### config.mk
export PLATFORM = sky130hd
export DESIGN_NAME = wrapped_scroll_blit_splitter
export DESIGN_NICKNAME = d
export VERILOG_FILES = /design/src/hw/rtl/wsb_pkg.sv /design/src/hw/rtl/wrapped_scroll_blit_splitter.sv /design/src/hw/rtl/wsb_axis_split.sv /design/src/hw/rtl/wsb_view.sv /design/src/hw/rtl/wsb_emit.sv
export SDC_FILE = /design/constraint.sdc
export NUM_CORES = 1
export LEC_CHECK = 0
export ABC_AREA = 1
export BUFFER_PORTS_ARGS = -buffer_cell sky130_fd_sc_hd__buf_4
export CORE_MARGIN = 5
export CORE_UTILIZATION = 45
export DETAILED_ROUTE_END_ITERATION = 12
export GPL_TIMING_DRIVEN = 0
export PLACE_DENSITY = 0.74
export SETUP_SLACK_MARGIN = 0.2
export SLEW_MARGIN = 15
export SYNTH_ARGS = -nofsm -noshare
export SYNTH_HDL_FRONTEND = slang
export SYNTH_SLANG_ARGS = --single-unit
export TNS_END_PERCENT = 5
### constraint.sdc
create_clock -name clk -period 8.7 [get_ports clk]
set_input_delay 2.175 -clock clk [delete_from_list [all_inputs] [get_ports clk]]
set_output_delay 2.175 -clock clk [all_outputs]
set_load 0.02 [all_outputs]
### src/hw/rtl/wsb_pkg.sv
`timescale 1ns / 1ps
// shared types, widths and codes for the wrapped scroll blit splitter
// no dependencies

package wsb_pkg;

  localparam int COORD_BITS     = 12;
  localparam int STATE_BITS     = COORD_BITS + 2;
  localparam int DEST_BITS      = COORD_BITS + 3;
  localparam int IN_BITS        = COORD_BITS + 1;
  localparam int CALC_BITS      = COORD_BITS + 4;
  localparam int SPEED_BITS     = 8;
  localparam int DIR_BITS       = 3;
  localparam int CFG_INDEX_BITS = 3;
  localparam int CFG_DATA_BITS  = COORD_BITS;

  typedef logic [COORD_BITS-1:0]        coord_t;
  typedef logic signed [STATE_BITS-1:0] view_t;
  typedef logic signed [IN_BITS-1:0]    pos_t;
  typedef logic signed [DEST_BITS-1:0]  dest_t;
  typedef logic [SPEED_BITS-1:0]        speed_t;
  typedef logic [DIR_BITS-1:0]          dir_t;
  typedef logic [CFG_INDEX_BITS-1:0]    cfg_index_t;
  typedef logic [CFG_DATA_BITS-1:0]     cfg_data_t;

  // item modes
  localparam logic MODE_TICK = 1'b0;
  localparam logic MODE_DRAW = 1'b1;

  // scroll directions, codes above DIR_NONE also hold still
  localparam dir_t DIR_UP    = 3'd0;
  localparam dir_t DIR_RIGHT = 3'd1;
  localparam dir_t DIR_DOWN  = 3'd2;
  localparam dir_t DIR_LEFT  = 3'd3;
  localparam dir_t DIR_NONE  = 3'd4;

  // register indexes
  localparam cfg_index_t REG_IMAGE_WIDTH      = 3'd0;
  localparam cfg_index_t REG_IMAGE_HEIGHT     = 3'd1;
  localparam cfg_index_t REG_SCROLL_SPEED     = 3'd2;
  localparam cfg_index_t REG_SCROLL_DIRECTION = 3'd3;

  localparam coord_t WIDTH_RESET  = COORD_BITS'(640);
  localparam coord_t HEIGHT_RESET = COORD_BITS'(480);
  localparam speed_t SPEED_RESET  = 8'd1;

  // one axis of the wrapped view: first span starts at destination 0 and
  // the second span, when present, has source 0
  typedef struct packed {
    logic                 two;
    logic [DEST_BITS-1:0] d1;
    coord_t               s0;
    coord_t               n0;
    coord_t               n1;
  } span_t;

endpackage

### src/hw/rtl/wrapped_scroll_blit_splitter.sv
`timescale 1ns / 1ps
// top level of the wrapped scroll blit splitter: registers, input stage, glue
// depends on wsb_pkg, wsb_view, wsb_axis_split, wsb_emit

// Keeps a viewport offset (left, top) into a background image that repeats,
// the viewport being the full image size. A tick item (mode 0) moves the
// offset by scroll_speed in scroll_direction and snaps it back to zero once it
// runs past the image edge; it gives no output item. A draw item (mode 1)
// gives one, two or four copy rectangles, row by row and left to right, the
// final one flagged by last_part. Items land in an input register; from there
// a tick retires without waiting, and a draw is split combinationally into a
// holding stage that feeds one rectangle per cycle, unless part_stall holds
// the single output register, into that register. A new item is taken while
// rectangles of the previous one are still waiting to be taken. cfg_ready is
// always high; register writes are meant to happen only while the block is
// idle and do not move the viewport. Indexes beyond scroll_direction are
// ignored.

module wrapped_scroll_blit_splitter (
  input  logic                clk,
  input  logic                rst,
  // configuration writes
  input  logic                cfg_valid,
  output logic                cfg_ready,
  input  wsb_pkg::cfg_index_t cfg_index,
  input  wsb_pkg::cfg_data_t  cfg_data,
  // input items
  input  logic                item_valid,
  output logic                item_stall,
  input  logic                mode,
  input  wsb_pkg::pos_t       draw_x,
  input  wsb_pkg::pos_t       draw_y,
  // output rectangles
  output logic                part_valid,
  input  logic                part_stall,
  output wsb_pkg::dest_t      dest_x,
  output wsb_pkg::dest_t      dest_y,
  output wsb_pkg::coord_t     src_x,
  output wsb_pkg::coord_t     src_y,
  output wsb_pkg::coord_t     part_width,
  output wsb_pkg::coord_t     part_height,
  output logic                last_part
);
  import wsb_pkg::*;

  // configuration registers
  coord_t image_width, image_height;
  speed_t scroll_speed;
  dir_t   scroll_direction;

  // input register
  logic a_valid;
  logic a_mode;
  pos_t a_x, a_y;

  logic  item_take, a_leave, tick_fire, split_load, emit_ready;
  view_t view_left, view_top;
  span_t cols, rows;

  assign cfg_ready = 1'b1;

  always_ff @(posedge clk) begin
    if (rst) begin
      image_width      <= WIDTH_RESET;
      image_height     <= HEIGHT_RESET;
      scroll_speed     <= SPEED_RESET;
      scroll_direction <= DIR_NONE;
    end else if (cfg_valid && cfg_ready) begin
      case (cfg_index)
        REG_IMAGE_WIDTH:      image_width      <= cfg_data;
        REG_IMAGE_HEIGHT:     image_height     <= cfg_data;
        REG_SCROLL_SPEED:     scroll_speed     <= cfg_data[SPEED_BITS-1:0];
        REG_SCROLL_DIRECTION: scroll_direction <= cfg_data[DIR_BITS-1:0];
        default: ;  // writes beyond the register list are dropped
      endcase
    end
  end

  // a tick always leaves the input register; a draw waits for the holding stage
  assign split_load = a_valid && (a_mode == MODE_DRAW) && emit_ready;
  assign tick_fire  = a_valid && (a_mode == MODE_TICK);
  assign a_leave    = tick_fire || split_load;
  assign item_stall = a_valid && !a_leave;
  assign item_take  = item_valid && !item_stall;

  always_ff @(posedge clk) begin
    if (rst) begin
      a_valid <= 1'b0;
    end else if (item_take) begin
      a_valid <= 1'b1;
    end else if (a_leave) begin
      a_valid <= 1'b0;
    end
  end

  always_ff @(posedge clk) begin
    if (item_take) begin
      a_mode <= mode;
      a_x    <= draw_x;
      a_y    <= draw_y;
    end
  end

  // viewport offset, moved as each tick leaves the input register so that
  // draws see every earlier tick
  wsb_view u_view (
    .clk              (clk),
    .rst              (rst),
    .tick             (tick_fire),
    .image_width      (image_width),
    .image_height     (image_height),
    .scroll_speed     (scroll_speed),
    .scroll_direction (scroll_direction),
    .view_left        (view_left),
    .view_top         (view_top)
  );

  // column and row split of the wrapped view
  wsb_axis_split u_split_cols (
    .off  (view_left),
    .size (image_width),
    .span (cols)
  );

  wsb_axis_split u_split_rows (
    .off  (view_top),
    .size (image_height),
    .span (rows)
  );

  // holding stage and output register
  wsb_emit u_emit (
    .clk         (clk),
    .rst         (rst),
    .load        (split_load),
    .x           (a_x),
    .y           (a_y),
    .cols        (cols),
    .rows        (rows),
    .ready       (emit_ready),
    .part_valid  (part_valid),
    .part_stall  (part_stall),
    .dest_x      (dest_x),
    .dest_y      (dest_y),
    .src_x       (src_x),
    .src_y       (src_y),
    .part_width  (part_width),
    .part_height (part_height),
    .last_part   (last_part)
  );

`ifndef SYNTH
  a_stall_only_on_draw: assert property (@(posedge clk) disable iff (rst)
    item_stall |-> a_valid && (a_mode == MODE_DRAW) && !emit_ready)
    else $error("input stalled without a draw waiting on the holding stage");
`endif

endmodule

### src/hw/rtl/wsb_axis_split.sv
`timescale 1ns / 1ps
// splits one axis of the wrapped viewport into one or two spans
// depends on wsb_pkg

module wsb_axis_split (
  input  wsb_pkg::view_t  off,
  input  wsb_pkg::coord_t size,
  output wsb_pkg::span_t  span
);
  import wsb_pkg::*;

  logic signed [CALC_BITS-1:0] off_w;
  logic signed [CALC_BITS-1:0] size_w;
  logic signed [CALC_BITS-1:0] neg_off;
  logic signed [CALC_BITS-1:0] rest;
  logic signed [CALC_BITS-1:0] diff;

  assign off_w   = CALC_BITS'(off);
  assign size_w  = $signed({{(CALC_BITS-COORD_BITS){1'b0}}, size});
  assign neg_off = -off_w;
  assign rest    = size_w + off_w;
  assign diff    = size_w - off_w;

  always_comb begin
    if (off_w < 0) begin
      span.two = 1'b1;
      span.d1  = neg_off[DEST_BITS-1:0];
      span.s0  = rest[COORD_BITS-1:0];
      span.n0  = neg_off[COORD_BITS-1:0];
      span.n1  = rest[COORD_BITS-1:0];
    end else if (off_w > 0) begin
      span.two = 1'b1;
      span.d1  = diff[DEST_BITS-1:0];
      span.s0  = off_w[COORD_BITS-1:0];
      span.n0  = diff[COORD_BITS-1:0];
      span.n1  = off_w[COORD_BITS-1:0];
    end else begin
      span.two = 1'b0;
      span.d1  = '0;
      span.s0  = '0;
      span.n0  = size;
      span.n1  = '0;
    end
  end

endmodule

### src/hw/rtl/wsb_view.sv
`timescale 1ns / 1ps
// viewport offset registers and the tick update with wrap to zero
// depends on wsb_pkg

module wsb_view (
  input  logic            clk,
  input  logic            rst,
  input  logic            tick,
  input  wsb_pkg::coord_t image_width,
  input  wsb_pkg::coord_t image_height,
  input  wsb_pkg::speed_t scroll_speed,
  input  wsb_pkg::dir_t   scroll_direction,
  output wsb_pkg::view_t  view_left,
  output wsb_pkg::view_t  view_top
);
  import wsb_pkg::*;

  logic signed [CALC_BITS-1:0] left_w, top_w, spd_w, w_w, h_w;
  logic signed [CALC_BITS-1:0] top_up, top_dn, left_rt, left_lf;
  logic signed [CALC_BITS-1:0] top_dn_edge, left_rt_edge;
  view_t view_left_next, view_top_next;

  assign left_w  = CALC_BITS'(view_left);
  assign top_w   = CALC_BITS'(view_top);
  assign spd_w   = $signed({{(CALC_BITS-SPEED_BITS){1'b0}}, scroll_speed});
  assign w_w     = $signed({{(CALC_BITS-COORD_BITS){1'b0}}, image_width});
  assign h_w     = $signed({{(CALC_BITS-COORD_BITS){1'b0}}, image_height});

  assign top_up       = top_w + spd_w;
  assign top_dn       = top_w - spd_w;
  assign left_rt      = left_w - spd_w;
  assign left_lf      = left_w + spd_w;
  assign top_dn_edge  = top_dn + h_w;
  assign left_rt_edge = left_rt + w_w;

  always_comb begin
    view_left_next = view_left;
    view_top_next  = view_top;
    if (tick) begin
      case (scroll_direction)
        DIR_UP:    view_top_next  = (top_up > h_w) ? '0 : top_up[STATE_BITS-1:0];
        DIR_DOWN:  view_top_next  = (top_dn_edge < 0) ? '0 : top_dn[STATE_BITS-1:0];
        DIR_RIGHT: view_left_next = (left_rt_edge < 0) ? '0 : left_rt[STATE_BITS-1:0];
        DIR_LEFT:  view_left_next = (left_lf > w_w) ? '0 : left_lf[STATE_BITS-1:0];
        default: begin
          view_left_next = view_left;
          view_top_next  = view_top;
        end
      endcase
    end
  end

  always_ff @(posedge clk) begin
    if (rst) begin
      view_left <= '0;
      view_top  <= '0;
    end else begin
      view_left <= view_left_next;
      view_top  <= view_top_next;
    end
  end

endmodule

### src/hw/rtl/wsb_emit.sv
`timescale 1ns / 1ps
// holds one split draw request and issues its rectangles into the output register
// depends on wsb_pkg

module wsb_emit (
  input  logic            clk,
  input  logic            rst,
  input  logic            load,
  input  wsb_pkg::pos_t   x,
  input  wsb_pkg::pos_t   y,
  input  wsb_pkg::span_t  cols,
  input  wsb_pkg::span_t  rows,
  output logic            ready,
  output logic            part_valid,
  input  logic            part_stall,
  output wsb_pkg::dest_t  dest_x,
  output wsb_pkg::dest_t  dest_y,
  output wsb_pkg::coord_t src_x,
  output wsb_pkg::coord_t src_y,
  output wsb_pkg::coord_t part_width,
  output wsb_pkg::coord_t part_height,
  output logic            last_part
);
  import wsb_pkg::*;

  logic  b_valid;
  logic  col, row;
  pos_t  b_x, b_y;
  span_t b_cols, b_rows;

  logic o_free, emit, last_col, last_row, emit_last;
  logic [DEST_BITS-1:0] x_ext, y_ext, dx, dy;

  assign o_free    = !part_valid || !part_stall;
  assign emit      = b_valid && o_free;
  assign last_col  = !b_cols.two || col;
  assign last_row  = !b_rows.two || row;
  assign emit_last = last_col && last_row;
  assign ready     = !b_valid || (emit && emit_last);

  assign x_ext = DEST_BITS'(b_x);
  assign y_ext = DEST_BITS'(b_y);
  assign dx    = x_ext + (col ? b_cols.d1 : '0);
  assign dy    = y_ext + (row ? b_rows.d1 : '0);

  always_ff @(posedge clk) begin
    if (rst) begin
      b_valid    <= 1'b0;
      col        <= 1'b0;
      row        <= 1'b0;
      part_valid <= 1'b0;
    end else begin
      if (load) begin
        b_valid <= 1'b1;
        col     <= 1'b0;
        row     <= 1'b0;
      end else if (emit && emit_last) begin
        b_valid <= 1'b0;
      end else if (emit) begin
        if (last_col) begin
          col <= 1'b0;
          row <= 1'b1;
        end else begin
          col <= 1'b1;
        end
      end
      if (emit) begin
        part_valid <= 1'b1;
      end else if (!part_stall) begin
        part_valid <= 1'b0;
      end
    end
  end

  always_ff @(posedge clk) begin
    if (load) begin
      b_x    <= x;
      b_y    <= y;
      b_cols <= cols;
      b_rows <= rows;
    end
    if (emit) begin
      dest_x      <= $signed(dx);
      dest_y      <= $signed(dy);
      src_x       <= col ? '0 : b_cols.s0;
      src_y       <= row ? '0 : b_rows.s0;
      part_width  <= col ? b_cols.n1 : b_cols.n0;
      part_height <= row ? b_rows.n1 : b_rows.n0;
      last_part   <= emit_last;
    end
  end

`ifndef SYNTH
  a_col_needs_split: assert property (@(posedge clk) disable iff (rst)
    b_valid && col |-> b_cols.two)
    else $error("second column issued for an unsplit axis");

  a_row_needs_split: assert property (@(posedge clk) disable iff (rst)
    b_valid && row |-> b_rows.two)
    else $error("second row issued for an unsplit axis");

  a_release_on_last: assert property (@(posedge clk) disable iff (rst)
    emit && emit_last && !load |=> !b_valid)
    else $error("request still held after its last rectangle");

  a_load_when_free: assert property (@(posedge clk) disable iff (rst)
    load |-> ready)
    else $error("new split loaded over a request in progress");
`endif

endmodule
==> summary.log, run 1 <==
qor: clocking.cts.htree.levels 2
qor: timing.max_clock_freq 0.1822 GHz
qor: synth.ys.warnings.count 0
qor: clocking.postCtsSetupBuffers 0
qor: timing.finalClockSkew 0.01658 ns
qor: drt.top_layer met5
qor: pwr.clock_power_share 43.2%
qor: floorplanning.die_height 211.4 um
qor: clocking.clk_path_buf_depth 3
qor: floorplanning.core-area 39,910 um^2
qor: drt.drt-pass1-iter-count 7
qor: finish.number_of_nets_in_the_layout 2,590
qor: global_route.grt_first_pass_wirelength 81,570 um
qor: run.max-cap-violations 0
qor: floorplanning.rows 73
qor: synth.mappedNetlistArea 18,250 um^2
qor: setup_path.worstPathArrival 3.31 ns
qor: timing.finalMaxSlewViolations 0
qor: finish.final_layout_size_suffix_gt1_share 12.40%
qor: timing.setup_total_negative_slack 0 ns
qor: drt.wl_met3 3700 um
qor: timing.finalHoldViolations 0
qor: global_route.gr-total-overflow 0
qor: setup_path.classification_of_the_worst_setup_path input port to output pin
qor: pwr.share_comb_of_total_power 11.2%
qor: place.port_buffers 126
qor: pwr.p_sw_share 25.16%
qor: clocking.clockRootBuffer sky130_fd_sc_hd__clkbuf_16
qor: outcome.run_status finished, final reports clean
qor: timing.postLayoutSetupSlackWorst 3.212 ns
qor: drt.finalWirelength 51,630 um
qor: global_route.globalRouteTotalUtil 22.77%
qor: synth.synth.lib_cells_used.distinct 55
qor: drt.met1_length 23,890 um
qor: clocking.cts_resized 0
qor: timing.finalWorstPathRequiredPeriod 5.488 ns
qor: setup_path.top_cell_by_count_worst_path sky130_fd_sc_hd__buf_4
qor: global_route.via_count_of_the_first_global_routing_pass 15,020
qor: finish.final_core_utilization 52.95%
qor: floorplanning.floorplan.die.width 211.4 um
qor: timing.worst_slew_pin_slew 0.7692 ns
qor: setup_path.critPathMaxStageDelay 0.44 ns
qor: worst_hold_path.holdCritPathClass flop to flop
qor: drt.vias_per_cell 5.318
qor: place.gp_congestion 0.9470
qor: finish.stdcell_count 2,929
qor: drt.via_count 15,577
qor: place.placed_cells_incl_taps 2,868
qor: timing.slew_headroom 48.53%
qor: pwr.pwr_cell_area 155.7 nW/um^2
qor: drt.drt_iter0_markers 1,287
qor: finish.flow.area_growth_from_synthesis 15.83%
qor: pwr.switching_power 828.2 uW
qor: setup_path.timing.critical_path.from_type input port
qor: pwr.p_leak 10.10 nW
qor: synth.async_reset_ff_share 0%
qor: finish.filler_cell_count 3,643
qor: clocking.worstSkewPairLatency 0.53 ns
qor: setup_path.critical_path.max_fanout 3
qor: setup_path.critPathRequiredTime 6.53 ns
qor: setup_path.critPathCaptureType output pin
qor: clocking.clock_sinks 280
qor: synth.ys_seq_area_share 42.35%
qor: synth.synth-edff-count 212
qor: clocking.path_clk_slew 0.06 ns
qor: setup_path.cp.buffers_inverters 3
qor: floorplanning.io_pins 129
qor: synth.ys.flop_type sky130_fd_sc_hd__edfxtp_1
qor: timing.finalSetupViolCount 0
qor: clocking.tritoncts yes
qor: pwr.power.share.sequential 45.6%
qor: pwr.ir_drop 0.0001179 V
qor: synth.cells_after_synthesis 2,211
qor: synth.synth.avg_cell_area 8.252 um^2
qor: drt.ant_nets 0
qor: setup_path.critical-path-top-delay-family simple AND/OR/NAND/NOR gates
qor: clocking.numCtsBuffers 34
qor: synth.post_synthesis_net_count 2,422
qor: drt.detail_route.wl_per_cell 17.63 um
qor: finish.n_antenna_cell 0
qor: floorplanning.dieArea 44,680 um^2
qor: timing.rsz0062_at_grt false
qor: setup_path.cpMaxStageDelayCell sky130_fd_sc_hd__nor2_1
qor: drt.drt_drc_violations_left 0
qor: place.dpl_ws 3.199 ns
qor: floorplanning.floorplan.initialDensity 45.71%
qor: timing.period_utilisation_layout 63.08%
qor: global_route.antenna_found_initial 1
qor: place.dpl.hpwl 41,680 um
qor: clocking.holdBufCountCts 0
qor: synth.postSynthRegisterBits 280
qor: setup_path.worstPathCellList buf_4 > nand2_1 > inv_1 > o21ai_0 > nor2_1 > buf_4
qor: global_route.grt_max_degree 32
qor: pwr.cell_internal_pwr 2.463 mW
qor: drt.wl_met2 22,790 um
cell usage in the layout (no fill, tap or decap), types with 5 or more instances in the layout:
master,instances
sky130_fd_sc_hd__nand2_1,445
sky130_fd_sc_hd__inv_1,333
sky130_fd_sc_hd__edfxtp_1,212
sky130_fd_sc_hd__a21oi_1,192
sky130_fd_sc_hd__nor2_1,178
sky130_fd_sc_hd__ha_1,154
sky130_fd_sc_hd__buf_4,135
sky130_fd_sc_hd__nand3_1,105
sky130_fd_sc_hd__o21ai_0,102
sky130_fd_sc_hd__dfxtp_1,68
sky130_fd_sc_hd__xor2_1,64
sky130_fd_sc_hd__clkbuf_1,47
sky130_fd_sc_hd__clkbuf_16,35
sky130_fd_sc_hd__o211ai_1,28
sky130_fd_sc_hd__nand4_1,28
sky130_fd_sc_hd__inv_2,19
sky130_fd_sc_hd__buf_2,18
sky130_fd_sc_hd__o21bai_1,18
sky130_fd_sc_hd__nor3_1,17
sky130_fd_sc_hd__nand2_2,17
sky130_fd_sc_hd__o21ai_1,17
sky130_fd_sc_hd__o22ai_1,16
sky130_fd_sc_hd__nor2_2,11
sky130_fd_sc_hd__xnor2_1,11
sky130_fd_sc_hd__nand3_2,11
sky130_fd_sc_hd__fa_1,10
sky130_fd_sc_hd__o31ai_1,8
sky130_fd_sc_hd__a21o_1,7
sky130_fd_sc_hd__a31oi_1,7
sky130_fd_sc_hd__clkinv_2,6
sky130_fd_sc_hd__nor2_4,5
sky130_fd_sc_hd__a21boi_0,5
sky130_fd_sc_hd__buf_1,5
sky130_fd_sc_hd__a221oi_1,5
metrics by stage:
step	cell area [um^2]	hold slack [ns]	total power, mW
4_1_cts	21140	0.4229	3.314
3_5_place_dp	20010	0.4057	1.893
3_3_place_gp	19850	0.4033	1.884
5_1_grt	21140	0.4258	3.421
2_1_floorplan	18250	0.4003	1.767
6_report	21140	0.4204	3.291
flip-flops by register name, indices dropped and copies added (netlist names), 13 cells and up:
register          flops
a_y                  13
u_emit.b_x           13
u_emit.dest_y        15
u_emit.b_y           13
u_view.view_top      14
u_emit.b_cols        40
u_view.view_left     14
u_emit.b_rows        40
u_emit.dest_x        15
a_x                  13
logic make-up (layout without fill, tap and decap cells):
group                    count (synthesis)  count (layout)  synth area share [%]
AO/OA/AOI/OAI                          421             421                 12.99
other                                    1               1               0.02055
AND/OR/NAND/NOR                        837             837                 19.92
XOR/XNOR                                75              75                 3.600
flip-flops                             280             280                 42.35
adder cells (fa/ha/maj)                164             164                 11.66
buffers and inverters                  433             626                 9.456
path summary, 6_finish.rpt:
| path | from | to | slack (ns) | cells past startpoint |
|---|---|---|---|---|
| setup reg to reg | u_view.view_left[0] | u_view.view_left[3] | 4.93 | 27 |
| setup / recovery | part_stall | item_stall | 3.21 | 6 |
| hold reg to reg | a_y[11] | u_emit.b_y[11] | 0.42 | 0 |
| hold / removal | a_y[11] | u_emit.b_y[11] | 0.42 | 0 |
worst reg2reg max path, stage by stage, from the launching register on:
cell                      delay, ns
sky130_fd_sc_hd__dfxtp_1       0.40
sky130_fd_sc_hd__inv_1         0.22
sky130_fd_sc_hd__ha_1          0.23
sky130_fd_sc_hd__inv_1         0.08
sky130_fd_sc_hd__fa_1          0.41
sky130_fd_sc_hd__nand3_1       0.11
sky130_fd_sc_hd__nand2_1       0.13
sky130_fd_sc_hd__nand2_1       0.11
sky130_fd_sc_hd__nand2_1       0.05
sky130_fd_sc_hd__nand2_1       0.05
sky130_fd_sc_hd__nand2_1       0.06
sky130_fd_sc_hd__xor2_1        0.26
sky130_fd_sc_hd__inv_1         0.09
sky130_fd_sc_hd__ha_1          0.30
sky130_fd_sc_hd__a21o_1        0.19
sky130_fd_sc_hd__nor2_1        0.09
sky130_fd_sc_hd__nand2_1       0.08
sky130_fd_sc_hd__nand2_1       0.07
sky130_fd_sc_hd__nand2_1       0.05
sky130_fd_sc_hd__nand2_1       0.05
sky130_fd_sc_hd__nand2_1       0.07
sky130_fd_sc_hd__nand2_2       0.09
sky130_fd_sc_hd__nand2_2       0.07
sky130_fd_sc_hd__buf_6         0.15
sky130_fd_sc_hd__nand2_1       0.06
sky130_fd_sc_hd__nand3_1       0.09
sky130_fd_sc_hd__nand2_1       0.10
sky130_fd_sc_hd__inv_1         0.04
per-layer routing:
layer / vias to the layer above / track usage, %
li1: 7681 / -
met4: 2 / 5.886
met2: 559 / 35.99
met5: - / 0
met3: 86 / 3.245
met1: 7249 / 33.13
power by group through the flow:
| stage | Clock (mW) | Sequential (mW) | Combinational [mW] |
|---|---|---|---|
| 6_report | 1.42 | 1.50 | 0.367 |
| 4_1_cts | 1.45 | 1.50 | 0.365 |
| 3_5_place_dp | 0 | 1.53 | 0.363 |
| 3_3_place_gp | 0 | 1.54 | 0.349 |
| 5_1_grt | 1.51 | 1.50 | 0.409 |
| 2_1_floorplan | 0 | 1.54 | 0.227 |
area by class of cell:
cell class,instances,area [um^2],area share (%)
tap,525,656.9,3.108
multi-input combinational,1498,8808,41.68
clock buffer,44,929.6,4.399
inverter,357,1345,6.364
buffer,76,380.4,1.800
sequential,280,7727,36.56
timing repair buffer,132,1089,5.150
clock inverter,17,198.9,0.9413
cells in the mapped netlist, types with 5 or more instances:
cell / number / area [um^2]
sky130_fd_sc_hd__a21boi_0: 5 / 37.54
sky130_fd_sc_hd__a21o_1: 7 / 52.55
sky130_fd_sc_hd__a21oi_1: 192 / 960.9
sky130_fd_sc_hd__a221oi_1: 5 / 43.79
sky130_fd_sc_hd__a31oi_1: 7 / 43.79
sky130_fd_sc_hd__buf_1: 5 / 18.77
sky130_fd_sc_hd__buf_2: 18 / 90.09
sky130_fd_sc_hd__buf_4: 9 / 67.56
sky130_fd_sc_hd__clkbuf_1: 40 / 150.1
sky130_fd_sc_hd__dfxtp_1: 68 / 1361
sky130_fd_sc_hd__edfxtp_1: 212 / 6366
sky130_fd_sc_hd__fa_1: 10 / 200.2
sky130_fd_sc_hd__ha_1: 154 / 1927
sky130_fd_sc_hd__inv_1: 334 / 1254
sky130_fd_sc_hd__inv_2: 18 / 67.56
sky130_fd_sc_hd__nand2_1: 445 / 1670
sky130_fd_sc_hd__nand2_2: 17 / 106.4
sky130_fd_sc_hd__nand3_1: 105 / 525.5
sky130_fd_sc_hd__nand3_2: 11 / 110.1
sky130_fd_sc_hd__nand4_1: 28 / 175.2
sky130_fd_sc_hd__nor2_1: 180 / 675.7
sky130_fd_sc_hd__nor2_2: 11 / 68.82
sky130_fd_sc_hd__nor3_1: 17 / 85.08
sky130_fd_sc_hd__o211ai_1: 28 / 210.2
sky130_fd_sc_hd__o21ai_0: 102 / 510.5
sky130_fd_sc_hd__o21ai_1: 17 / 85.08
sky130_fd_sc_hd__o21bai_1: 18 / 135.1
sky130_fd_sc_hd__o22ai_1: 16 / 100.1
sky130_fd_sc_hd__o31ai_1: 8 / 60.06
sky130_fd_sc_hd__xnor2_1: 11 / 96.34
sky130_fd_sc_hd__xor2_1: 64 / 560.5
(Power assumes the default switching activity.)
==> run 2, diff against run 1 <==
clock period = 5.68 ns   (was 8.7 ns; I/O delays follow)
==> summary.log, run 2 (synthesis gave the netlist of run 1 again) <==
qor: outcome.run_status finished, final reports clean [unchanged]
qor: pwr.switching_power 1.244 mW [was 828.2 uW]
qor: finish.filler_cell_count 3,635 [was 3,643]
qor: worst_hold_path.hp-start a_y[6] [was a_y[11]]
qor: clocking.path_clk_slew 0.06 ns [about the same]
qor: pwr.p_sw_share 24.61% [was 25.16%]
qor: clocking.clk_path_buf_depth 3 [unchanged]
qor: floorplanning.die_height 211.4 um [unchanged]
qor: timing.period_utilisation_layout 68.00%
qor: timing.finalClockSkew 0.01423 ns [was 0.01658 ns]
qor: clocking.cts_resized 0 [unchanged]
qor: floorplanning.floorplan.initialDensity 45.71% [unchanged]
qor: finish.final_layout_size_suffix_gt1_share 12.26% [was 12.40%]
qor: finish.final_core_utilization 53.06% [was 52.95%]
qor: drt.detail_route.wl_per_cell 17.71 um [was 17.63 um]
qor: finish.flow.area_growth_from_synthesis 16.08% [was 15.83%]
qor: drt.finalWirelength 51,910 um [was 51,630 um]
qor: timing.finalMaxSlewViolations 0 [unchanged]
qor: global_route.antenna_found_initial 1 [unchanged]
qor: place.dpl.hpwl 41,970 um [was 41,680 um]
qor: worst_hold_path.holdCritPathClass flop to flop [unchanged]
qor: global_route.met1_usage 32.76% [was 33.13%]
qor: timing.max_clock_freq 0.2589 GHz
qor: drt.vias_per_cell 5.331 [was 5.318]
qor: setup_path.classification_of_the_worst_setup_path input port to output pin [unchanged]
qor: global_route.grt_max_degree 32 [unchanged]
qor: setup_path.critPathRequiredTime 4.26 ns [was 6.53 ns]
qor: drt.drt_drc_violations_left 0 [unchanged]
qor: pwr.total_power 5.055 mW [was 3.291 mW]
qor: pwr.cell_internal_pwr 3.811 mW [was 2.463 mW]
qor: place.dpl_ws 1.843 ns [was 3.199 ns]
qor: finish.stdcell_count 2,931 [was 2,929]
qor: setup_path.worstRegToRegCells 24 [was 27]
qor: timing.worst_slew_pin_slew 0.7636 ns [was 0.7692 ns]
qor: global_route.globalRouteTotalUtil 22.67% [was 22.77%]
qor: finish.reg_top3 u_emit.b_cols (40), u_emit.b_rows (40) [unchanged]
qor: clocking.tritoncts yes [unchanged]
qor: timing.postLayoutSetupSlackWorst 1.818 ns [was 3.212 ns]
qor: floorplanning.io_pins 129 [unchanged]
qor: setup_path.worstPathArrival 2.44 ns [was 3.31 ns]
qor: timing.finalHoldViolations 0 [unchanged]
qor: finish.mostFrequentLayoutCells sky130_fd_sc_hd__nand2_1 (445), sky130_fd_sc_hd__inv_1 (333), sky130_fd_sc_hd__edfxtp_1 (212), sky130_fd_sc_hd__a21oi_1 (192), sky130_fd_sc_hd__nor2_1 (178) [unchanged]
qor: global_route.via_count_of_the_first_global_routing_pass 14,946 [was 15,020]
qor: finish.final_common_cell sky130_fd_sc_hd__nand2_1 [unchanged]
qor: floorplanning.core-area 39,910 um^2 [unchanged]
qor: pwr.p_leak 10.12 nW [was 10.10 nW]
qor: setup_path.critical_path.max_fanout 3 [unchanged]
qor: pwr.pwr_cell_area 238.7 nW/um^2 [was 155.7 nW/um^2]
qor: setup_path.timing.critical_path.from_type input port [unchanged]
qor: global_route.gr-total-overflow 0 [unchanged]
qor: pwr.power.share.sequential 45.5% [was 45.6%]
qor: clocking.holdBufCountCts 0 [unchanged]
qor: pwr.share_comb_of_total_power 11.3% [was 11.2%]
qor: floorplanning.rows 73 [unchanged]
qor: pwr.ir_drop 0.0001602 V [was 0.0001179 V]
qor: clocking.clock_sinks 280 [unchanged]
qor: setup_path.crit-reg2reg-capture u_view.view_left[1] [was u_view.view_left[3]]
qor: clocking.numCtsBuffers 34 [unchanged]
qor: global_route.global_route.peak_usage_layer met2 [unchanged]
qor: clocking.clockRootBuffer sky130_fd_sc_hd__clkbuf_16 [unchanged]
qor: finish.number_of_nets_in_the_layout 2,591 [was 2,590]
qor: place.gp_congestion 0.9661 [was 0.9470]
qor: worst_hold_path.holdPathEnd u_emit.b_y[6] [was u_emit.b_y[11]]
qor: place.detailed_place.area 20,040 um^2 [was 20,010 um^2]
qor: finish.n_antenna_cell 0 [unchanged]
qor: drt.drt-pass1-iter-count 6 [was 7]
qor: drt.drt_iter0_markers 1,477 [was 1,287]
qor: global_route.met2_usage_in_global_routing 35.77% [was 35.99%]
qor: timing.finalSetupViolCount 0 [unchanged]
qor: setup_path.regToRegSetupSlack 1.83 ns [was 4.93 ns]
qor: finish.design_area 21,180 um^2 [was 21,140 um^2]
qor: clocking.postCtsSetupBuffers 0 [unchanged]
qor: setup_path.critPathCaptureType output pin [unchanged]
qor: timing.rsz0062_at_grt false [unchanged]
qor: setup_path.critical_path.reg2reg.startpoint u_view.view_left[0] [unchanged]
qor: place.placed_cells_incl_taps 2,869 [was 2,868]
qor: clocking.worstSkewPairLatency 0.53 ns [about the same]
qor: floorplanning.floorplan.die.width 211.4 um [unchanged]
qor: place.port_buffers 126 [unchanged]
qor: clocking.cts.htree.levels 2 [unchanged]
qor: worst_hold_path.worstHoldPathCells 0 [unchanged]
qor: timing.finalWorstPathRequiredPeriod 3.862 ns
qor: drt.ant_nets 0 [unchanged]
qor: floorplanning.dieArea 44,680 um^2 [unchanged]
qor: drt.via_count 15,625 [was 15,577]
qor: global_route.grt_first_pass_wirelength 80,600 um [was 81,570 um]
qor: run.max-cap-violations 0 [unchanged]
qor: global_route.grtUsageMet3 3.512% [was 3.245%]
qor: timing.slew_headroom 48.91% [was 48.53%]
qor: pwr.clock_power_share 43.3% [was 43.2%]
run 2: metal layers:
layer | part of all wire (%) | up-vias
met1 | 45 | 7248
met5 | 0.039 | -
met2 | 44 | 612
met3 | 8.4 | 89
met4 | 2.4 | 2
li1 | - | 7674
run 2: critical path, cell delays in order:
cell                      delay [ns]
sky130_fd_sc_hd__buf_4          0.11
sky130_fd_sc_hd__nand2_1        0.15
sky130_fd_sc_hd__inv_1          0.11
sky130_fd_sc_hd__o21ai_0        0.32
sky130_fd_sc_hd__nor2_1         0.14
sky130_fd_sc_hd__buf_4          0.19
run 2: power by group through the flow:
stage | sequential (mW) | clock (mW) | combinational (mW)
after floorplan | 2.36 | 0 | 0.348
after CTS | 2.30 | 2.22 | 0.565
final | 2.30 | 2.19 | 0.569
after global routing | 2.30 | 2.31 | 0.630
after detailed placement | 2.34 | 0 | 0.562
after global placement | 2.35 | 0 | 0.533
run 2: how the worst max path moves through the flow:
stage	to	slack [ns]	from	cells after the start
2_1_floorplan	u_emit.col	0.16	part_stall	5
3_3_place_gp	u_emit.col	-1.35	part_stall	6
3_5_place_dp	item_stall	1.84	part_stall	6
4_1_cts	item_stall	1.84	part_stall	6
5_1_grt	u_view.view_left[4]	1.58	u_view.view_left[0]	24
6_report	item_stall	1.82	part_stall	6
run 2: final cells by class:
class / instances / area [um^2] / area share [%]
Multi-Input combinational cell: 1498 / 8808 / 41.59
Clock buffer: 50 / 983.4 / 4.643
Timing Repair Buffer: 133 / 1124 / 5.305
Buffer: 76 / 380.4 / 1.796
Sequential cell: 280 / 7727 / 36.48
Clock inverter: 12 / 155.1 / 0.7325
Tap cell: 525 / 656.9 / 3.101
Inverter: 357 / 1345 / 6.350
run 2: per-stage QoR:
step	setup TNS [ns]	hold slack, ns
3_3_place_gp	-170.62	0.4029
2_1_floorplan	0	0.4003
4_1_cts	0	0.4205
5_1_grt	0	0.4249
6_report	0	0.4192
3_5_place_dp	0	0.4045
